File: config.mk
export PLATFORM = sky130hd
export DESIGN_NAME = i2c_master_bit_sequencer_top
export DESIGN_NICKNAME = d
export VERILOG_FILES = /design/src/rtl/i2cmbs_pkg.sv /design/src/rtl/i2c_master_bit_sequencer_top.sv
export SDC_FILE = /design/constraint.sdc
export NUM_CORES = 1
export LEC_CHECK = 0
export BUFFER_PORTS_ARGS = -buffer_cell sky130_fd_sc_hd__buf_2
export CORE_ASPECT_RATIO = 1.25
export CORE_UTILIZATION = 44
export DETAILED_ROUTE_END_ITERATION = 12
export PLACE_DENSITY = 0.66
export SETUP_SLACK_MARGIN = 0.5
export SLEW_MARGIN = 20
export SYNTH_ARGS = -nofsm -noshare
export SYNTH_HDL_FRONTEND = slang
export SYNTH_SLANG_ARGS = --single-unit
File: constraint.sdc
create_clock -name aclk -period 2.3 [get_ports aclk]
set_input_delay 0.23 -clock aclk [delete_from_list [all_inputs] [get_ports aclk]]
set_output_delay 0.23 -clock aclk [all_outputs]
set_load 0.02 [all_outputs]
File: src/rtl/i2cmbs_pkg.sv
// Shared command codes and constants for the I2C master bit sequencer.
package i2cmbs_pkg;

    localparam int CMD_W     = 2;
    localparam int DATA_W    = 8;
    localparam int BIT_CNT_W = 3;

    typedef enum logic [CMD_W-1:0] {
        CMD_START = 2'd0,
        CMD_STOP  = 2'd1,
        CMD_WRITE = 2'd2,
        CMD_READ  = 2'd3
    } cmd_t;

    localparam logic [BIT_CNT_W-1:0] LAST_BIT = BIT_CNT_W'(DATA_W - 1);

endpackage

File: src/rtl/i2c_master_bit_sequencer_top.sv
// I2C master wire sequencer: one command in, a train of SCL/SDA wire steps out.
//
// Each accepted command (start, stop, write byte, read byte) is expanded into
// wire steps, one result transfer per step, with last_step marking the final
// one. The step sequencer issues at most one step per cycle through the output
// register, holding while the output side stalls, and a single 8-bit rotate
// register serves both the write shift-out and the read assembly. s_ready is
// high only between commands. SCL and SDA levels persist across commands and
// reset to released high; the write acknowledge level and the read sample bits
// are taken from the command itself.
module i2c_master_bit_sequencer_top
    import i2cmbs_pkg::*;
(
    input  logic                 aclk,
    input  logic                 aresetn,
    input  logic                 s_valid,
    output logic                 s_ready,
    input  logic [CMD_W-1:0]     s_command,
    input  logic [DATA_W-1:0]    s_write_data,
    input  logic [DATA_W-1:0]    s_read_sda_bits,
    input  logic                 s_ack_sda,
    output logic                 m_valid,
    input  logic                 m_ready,
    output logic                 m_scl_level,
    output logic                 m_sda_level,
    output logic [DATA_W-1:0]    m_read_data,
    output logic                 m_ack_failed,
    output logic                 m_last_step
);

    typedef enum logic [4:0] {
        ST_IDLE,
        ST_STA_SDA1, ST_STA_SCL1, ST_STA_SDA0, ST_STA_SCL0,
        ST_STP_SDA0, ST_STP_SCL1, ST_STP_SDA1,
        ST_WR_BIT, ST_WR_SCLH, ST_WR_SCLL, ST_WR_REL, ST_WR_ACKH, ST_WR_ACKL,
        ST_RD_REL, ST_RD_SCLH, ST_RD_SCLL, ST_RD_ACK0, ST_RD_ACKH, ST_RD_ACKL,
        ST_RD_END
    } state_t;

    state_t                state_reg, state_next;
    logic [DATA_W-1:0]     data_reg, data_next;
    logic [BIT_CNT_W-1:0]  cnt_reg, cnt_next;
    logic                  ack_reg, ack_next;
    logic                  m_valid_reg, m_valid_next;
    logic                  scl_reg, scl_next;
    logic                  sda_reg, sda_next;
    logic [DATA_W-1:0]     rdata_reg, rdata_next;
    logic                  afail_reg, afail_next;
    logic                  last_reg, last_next;
    logic                  in_xfer;
    logic                  emit;
    logic [DATA_W-1:0]     data_rot;

    assign s_ready      = (state_reg == ST_IDLE);
    assign in_xfer      = s_valid && s_ready;
    assign emit         = (state_reg != ST_IDLE) && (!m_valid_reg || m_ready);
    // Shared rotate unit: shifts the write byte out and reassembles the read byte
    assign data_rot     = {data_reg[DATA_W-2:0], data_reg[DATA_W-1]};

    assign m_valid      = m_valid_reg;
    assign m_scl_level  = scl_reg;
    assign m_sda_level  = sda_reg;
    assign m_read_data  = rdata_reg;
    assign m_ack_failed = afail_reg;
    assign m_last_step  = last_reg;

    // Work out the next step and sequencer state
    always_comb begin
        state_next   = state_reg;
        data_next    = data_reg;
        cnt_next     = cnt_reg;
        ack_next     = ack_reg;
        m_valid_next = m_valid_reg && !m_ready;
        scl_next     = scl_reg;
        sda_next     = sda_reg;
        rdata_next   = rdata_reg;
        afail_next   = afail_reg;
        last_next    = last_reg;

        if (in_xfer) begin
            cnt_next = '0;
            ack_next = s_ack_sda;
            case (cmd_t'(s_command))
                CMD_START: begin
                    state_next = ST_STA_SDA1;
                end
                CMD_STOP: begin
                    state_next = ST_STP_SDA0;
                end
                CMD_WRITE: begin
                    state_next = ST_WR_BIT;
                    data_next  = s_write_data;
                end
                default: begin
                    state_next = ST_RD_REL;
                    data_next  = s_read_sda_bits;
                end
            endcase
        end

        if (emit) begin
            m_valid_next = 1'b1;
            rdata_next   = '0;
            afail_next   = 1'b0;
            last_next    = 1'b0;
            case (state_reg)
                ST_STA_SDA1: begin
                    sda_next   = 1'b1;
                    state_next = ST_STA_SCL1;
                end
                ST_STA_SCL1: begin
                    scl_next   = 1'b1;
                    state_next = ST_STA_SDA0;
                end
                ST_STA_SDA0: begin
                    sda_next   = 1'b0;
                    state_next = ST_STA_SCL0;
                end
                ST_STA_SCL0: begin
                    scl_next   = 1'b0;
                    last_next  = 1'b1;
                    state_next = ST_IDLE;
                end
                ST_STP_SDA0: begin
                    sda_next   = 1'b0;
                    state_next = ST_STP_SCL1;
                end
                ST_STP_SCL1: begin
                    scl_next   = 1'b1;
                    state_next = ST_STP_SDA1;
                end
                ST_STP_SDA1: begin
                    sda_next   = 1'b1;
                    last_next  = 1'b1;
                    state_next = ST_IDLE;
                end
                ST_WR_BIT: begin
                    sda_next   = data_reg[DATA_W-1];
                    state_next = ST_WR_SCLH;
                end
                ST_WR_SCLH: begin
                    scl_next   = 1'b1;
                    state_next = ST_WR_SCLL;
                end
                ST_WR_SCLL: begin
                    scl_next   = 1'b0;
                    data_next  = data_rot;
                    cnt_next   = cnt_reg + 1'b1;
                    state_next = (cnt_reg == LAST_BIT) ? ST_WR_REL : ST_WR_BIT;
                end
                ST_WR_REL: begin
                    sda_next   = 1'b1;
                    state_next = ST_WR_ACKH;
                end
                ST_WR_ACKH: begin
                    scl_next   = 1'b1;
                    state_next = ST_WR_ACKL;
                end
                ST_WR_ACKL: begin
                    scl_next   = 1'b0;
                    afail_next = ack_reg;
                    last_next  = 1'b1;
                    state_next = ST_IDLE;
                end
                ST_RD_REL: begin
                    sda_next   = 1'b1;
                    state_next = ST_RD_SCLH;
                end
                ST_RD_SCLH: begin
                    // Sample point: take in the next bit
                    scl_next   = 1'b1;
                    data_next  = data_rot;
                    state_next = ST_RD_SCLL;
                end
                ST_RD_SCLL: begin
                    scl_next   = 1'b0;
                    cnt_next   = cnt_reg + 1'b1;
                    state_next = (cnt_reg == LAST_BIT) ? ST_RD_ACK0 : ST_RD_SCLH;
                end
                ST_RD_ACK0: begin
                    sda_next   = 1'b0;
                    state_next = ST_RD_ACKH;
                end
                ST_RD_ACKH: begin
                    scl_next   = 1'b1;
                    state_next = ST_RD_ACKL;
                end
                ST_RD_ACKL: begin
                    scl_next   = 1'b0;
                    state_next = ST_RD_END;
                end
                ST_RD_END: begin
                    sda_next   = 1'b1;
                    rdata_next = data_reg;
                    last_next  = 1'b1;
                    state_next = ST_IDLE;
                end
                default: begin
                    state_next = ST_IDLE;
                end
            endcase
        end
    end

    // Hold state and registered outputs
    always_ff @(posedge aclk) begin
        if (!aresetn) begin
            state_reg   <= ST_IDLE;
            m_valid_reg <= 1'b0;
            scl_reg     <= 1'b1;
            sda_reg     <= 1'b1;
            cnt_reg     <= '0;
        end else begin
            state_reg   <= state_next;
            m_valid_reg <= m_valid_next;
            scl_reg     <= scl_next;
            sda_reg     <= sda_next;
            cnt_reg     <= cnt_next;
        end
        data_reg  <= data_next;
        ack_reg   <= ack_next;
        rdata_reg <= rdata_next;
        afail_reg <= afail_next;
        last_reg  <= last_next;
    end

endmodule
Word level (Yosys, flattened, before mapping)
Cells that the tools add are included.
Word-level totals
  bits in registers: 30
  output and inout port bits: 14
  word-level logic and storage cells: 73
Operators by class
  add/sub/neg operators: 1
  equal/unequal tests: 23
  muxes and demuxes: 17
  reduce and logical (&&, ||, !) cells: 22
Operator list (count)
  $pmux W5 S16: 1
  $eq A5 B4 Y1 const B: 8
  $eq A5 B5 Y1 const B: 5
  $mux W8: 3
  $eq A5 B3 Y1 const B: 4
  $pmux W8 S2: 1
  $mux W5: 3
  $pmux W4 S3: 1
  $eq A5 B2 Y1 const B: 2
  $reduce_or A5 Y1: 2
  $mux W3: 3
  $reduce_or A2 Y1: 3
  $reduce_or A6 Y1: 1
  $eq A5 B1 Y1 const B: 1
  $logic_not A5 Y1: 1
  $reduce_bool A5 Y1: 1
  $reduce_and A2 Y1: 2
  $reduce_bool A2 Y1: 2
  $reduce_or A4 Y1: 1
  $add A3 B1 Y3 const B: 1
  $eq A3 B3 Y1 const B: 1
  $logic_and A1 B1 Y1: 3
  $pmux W1 S3: 1
  $reduce_bool A3 Y1: 1
  other kinds (9): 11

Logic depth before layout (Yosys ltp)
  depth after elaboration: 6
  depth in mapped cells: 7
  depth with buffers taken out: 7

Least setup slack after synthesis
OpenSTA, ideal clock, no wires.
  path type: register to register
  from: register state_reg[2]
  to: register scl_reg (netlist: m_scl_level)
  arrival time: 1.801 ns
  data required time: 2.221 ns
  path slack: 0.420 ns
  stages on the path, launching flop included: 8
  buffers on the path: 1
  path through: dfxtp_1 buf_2 nor3_1 nand2_1 inv_1 nor2_1 o2111ai_1 a32oi_1
RTL lines
  from (decl): line i2c_master_bit_sequencer_top.sv:40  | state_t state_reg, state_next;
  from (signal assigned): line i2c_master_bit_sequencer_top.sv:214  | state_reg <= state_next;
  $reduce_bool A5 Y1: line i2c_master_bit_sequencer_top.sv:56  | assign emit = (state_reg != ST_IDLE) && (!m_valid_reg || m_ready);
  $logic_and A1 B1 Y1: line i2c_master_bit_sequencer_top.sv:56
  net emit: line i2c_master_bit_sequencer_top.sv:51  | logic emit;
  $reduce_and A2 Y1 (no line)
  to (signal assigned): line i2c_master_bit_sequencer_top.sv:216  | scl_reg <= scl_next;
  to (decl): line i2c_master_bit_sequencer_top.sv:45  | logic scl_reg, scl_next;
The timed path passes the listed nets, and every way through them passes these cells.
A chain may end at the register's enable or synchronous reset.

Worst setup path in the final report
  from: register state_reg[1]
  to: register cnt_reg[1]
On the way
  word-level cells in the longest chain between the ends: 5
RTL lines
  $logic_not A5 Y1: line i2c_master_bit_sequencer_top.sv:54  | assign s_ready = (state_reg == ST_IDLE);
  $logic_and A1 B1 Y1: line i2c_master_bit_sequencer_top.sv:55  | assign in_xfer = s_valid && s_ready;
  $mux W3: line i2c_master_bit_sequencer_top.sv:80  | if (in_xfer) begin
  $mux W3
  $mux W3 (*): line i2c_master_bit_sequencer_top.sv:101  | if (emit) begin
  to (signal assigned): line i2c_master_bit_sequencer_top.sv:218  | cnt_reg <= cnt_next;
  to (decl): line i2c_master_bit_sequencer_top.sv:42  | logic [BIT_CNT_W-1:0] cnt_reg, cnt_next;
Every way passes the cells marked *; elsewhere a longest branch is shown, timed or not.

==> impl_metrics.ini <==
[placement]
placed_area_sq_um = 2070
port_buffers = 36
place_inst = 280
dp_hpwl_mm = 2.90
place_congestion = 0.909

[grt]
antenna_found_initial = 0
grt.total_usage_pct = 19.8
grt_overflow = 0
grt_pass1_vias = 1325
grt_max_degree = 20
grt_pass1_wl_mm = 6.40

[pwr]
ir_drop_uv = 742
p_total_mw = 3.22
combPwrFrac_pct = 48.0
p_int_mw = 1.92
power_frac_clock_pct = 19.7
p_sw_share_pct = 40.5
power.share.sequential_pct = 32.3
p_per_area_nw_per_um2 = 1420
power.switching_mw = 1.30
leakage_nw = 0.962

[layout]
multi_input_area_sq_um = 1020
nNetsFinal = 263
seqCellArea_sq_um = 721
stdcell_count = 293
num_antenna_cells = 0
postLayoutCellArea_sq_um = 2270
drive_gt1_share_pct = 32.2
filler_cell_count = 364
synthToLayoutAreaGrowth_pct = 25.2

[timing]
finalMaxSlewViolations = 0
hold_violations = 0
setup_violations = 0
min_period_ps = 1770
clock-skew-final_ps = 9.26
fin_setup_tns_ps = 0
worst_pin_slew_ps = 464
max-slew-margin-rel_pct = 69.0
timing.final.crit_share_pct = 76.9
grt_setup_unrepaired = yes
fmax_mhz = 566

[yosys]
yosysWarnings = 0
ys_types = 50
syn-cell-area_sq_um = 1820
synth-edff-count = 11
yosysSeqAreaShare_pct = 39.1
synth_simple_gate_area_share_pct = 21.3
synth_compound_gate_area_share_pct = 25.2
syn-num-nets = 219
synthAdderAreaFrac_pct = 1.93
synthXorXnorAreaFrac_pct = 1.93
avgSynthCellArea_sq_um = 9.36
synth_cells = 194
async_reset_ff_share_pct = 0
synth_top_family_by_area = compound AO/OA/AOI/OAI gates
synth_flop_cell = dfxtp_1
muxShareOfSynthArea_pct = 4.96
synth_seq_cells = 30

[critical_path]
cp_slowest_cell = a2111oi_4
crit_path_frequent_cell = buf_4
end_kind = flop
crit_chain = buf_4, buf_4, nand3b_1, a2111oi_4, nor2_2, a22oi_1, nor2b_1
crit_path_start_kind = flop
slowest_delay_ps = 450
worstPathRequired_ps = 2470
crit_type = reg2reg
cp_max_fo = 7
cp.arrival_ps = 1940

[clock_network]
clk_pin_slew_worst_paths_ps = 70
clock_latency_ps = 290
clk_path_buf_depth = 2
cts_tree = done
clock_sinks = 30
htreeDepth = 2
cts_root_buf = clkbuf_8
numCtsBuffers = 5

[detailed_routing]
drc = 0
dr.pass1.iters = 4
vias = 1582
viasPerCell = 5.40
wire_per_inst_um = 13.7
postRouteAntennaNets = 0
drt-total-wl_mm = 4.01
first_iter_violations = 47

[die]
core_sq_um = 3880
die-area_sq_um = 4390
die_h_um = 73.8
ios = 37
rows = 25
die_w_um = 59.5
initial_core_util_pct = 46.8

[worst_hold_path]
hp-class = in2reg

[status]
status = complete, no violations

[job]
drv_cap = 0
-- what timing repair did --
action	in CTS	in global routing
hold buffers	0	0
pin swaps	1	2
buffers inserted	0	5
endpoints found under the setup margin	10	13
resized for setup	4	12
-- power by group through the flow --
stage | registers (mW) | logic [mW] | clock network (mW)
floorplan | 1.07 | 1.04 | 0
global placement | 1.04 | 1.48 | 0
detailed placement | 1.05 | 1.47 | 0
CTS | 1.04 | 1.48 | 0.645
global route | 1.07 | 1.71 | 0.671
finish | 1.04 | 1.55 | 0.635
-- layer usage --
layer	vias up	global-route usage, %	share of wire [%]	wire [um]
met5	-	0	0	0
met4	0	10.6	2.7	110
met3	12	3.17	4.5	181
met2	54	28.6	46	1830
met1	704	28.0	47	1890
li1	812	-	-	-
-- path summary, 6_finish.rpt --
kind	from	endpoint	slack (ps)	cells past startpoint
max	state_reg[1]$_SDFFE_PN0P_	cnt_reg[1]$_SDFF_PN0_	530	7
min	s_ack_sda	ack_reg$_DFFE_PP_	120	1
max reg2reg	state_reg[1]$_SDFFE_PN0P_	cnt_reg[1]$_SDFF_PN0_	530	7
min reg2reg	data_reg[5]$_DFF_P_	data_reg[6]$_DFF_P_	470	1
-- placed cells by master, fill, tap and decap left out, types with 3 or more instances in the layout --
cell       n
buf_2     36
nor2_1    18
dfxtp_1   15
buf_4     14
edfxtp_1  11
and2_1    10
mux2i_1    9
a21o_1     8
o21ai_0    8
nor2b_1    7
inv_1      6
a211oi_1   6
a21oi_1    6
nand2_1    5
nand2b_1   5
clkbuf_8   5
nor3_1     4
nand3_1    4
xor2_1     4
a31oi_1    3
o21a_1     3
o32ai_1    3
o22ai_1    3
-- area by class of cell --
class	count	area share [%]
multi-input cells	143	44.9
flip-flops and latches	30	31.7
repair buffers	52	13.5
clock buffers	5	3.03
well taps	54	2.97
clock inverters	3	2.81
inverters	6	0.991
-- stage by stage --
step / setup slack [ps] / util (%) / hold WS [ps]
floorplan: 638 / - / 329
global placement: 452 / 53.4 / 409
detailed placement: 389 / 53.4 / 408
CTS: 524 / 56.9 / 113
global route: 440 / 58.6 / 108
finish: 532 / 58.6 / 123
-- kinds of logic after synthesis --
logic type	after synthesis
AND/OR/NAND/NOR	67
XOR/XNOR	4
AO/OA/AOI/OAI	60
adder cells (fa/ha/maj)	3
buffers and inverters	21
multiplexers	9
flip-flops	30
-- worst max-delay path: cells and delay by family, from the launching register on --
| family | cells | cell delay, ps |
|---|---|---|
| buffers and inverters | 2 | 270 |
| and+or+nand+nor | 3 | 350 |
| AOI/OAI and AO/OA | 2 | 640 |
| DFF | 1 | 400 |
-- cell usage after synthesis, types with 2 or more instances --
master     count  area share, %
nor2_1        20            4.1
dfxtp_1       19             21
edfxtp_1      11             18
and2_1        10            3.4
mux2i_1        9            5.0
a21o_1         8            3.3
nor2b_1        8            2.8
o21ai_0        8            2.2
a211oi_1       6            2.5
a21oi_1        6            1.7
inv_1          6            1.2
buf_2          5            1.4
clkbuf_1       5            1.0
nand2_1        5            1.0
nand2b_1       5            1.7
nand3_1        4            1.1
nor3_1         4            1.1
xor2_1         4            1.9
a31oi_1        3            1.0
buf_1          3           0.62
o21a_1         3            1.2
o22ai_1        3            1.0
o32ai_1        3            1.4
a211oi_2       2            1.4
a22oi_1        2           0.83
a32oi_1        2           0.97
buf_6          2            1.2
ha_1           2            1.4
nor4_1         2           0.69
o2111ai_1      2           0.97
o31ai_1        2           0.83
or2_2          2           0.69
(Power assumes the default switching activity.)
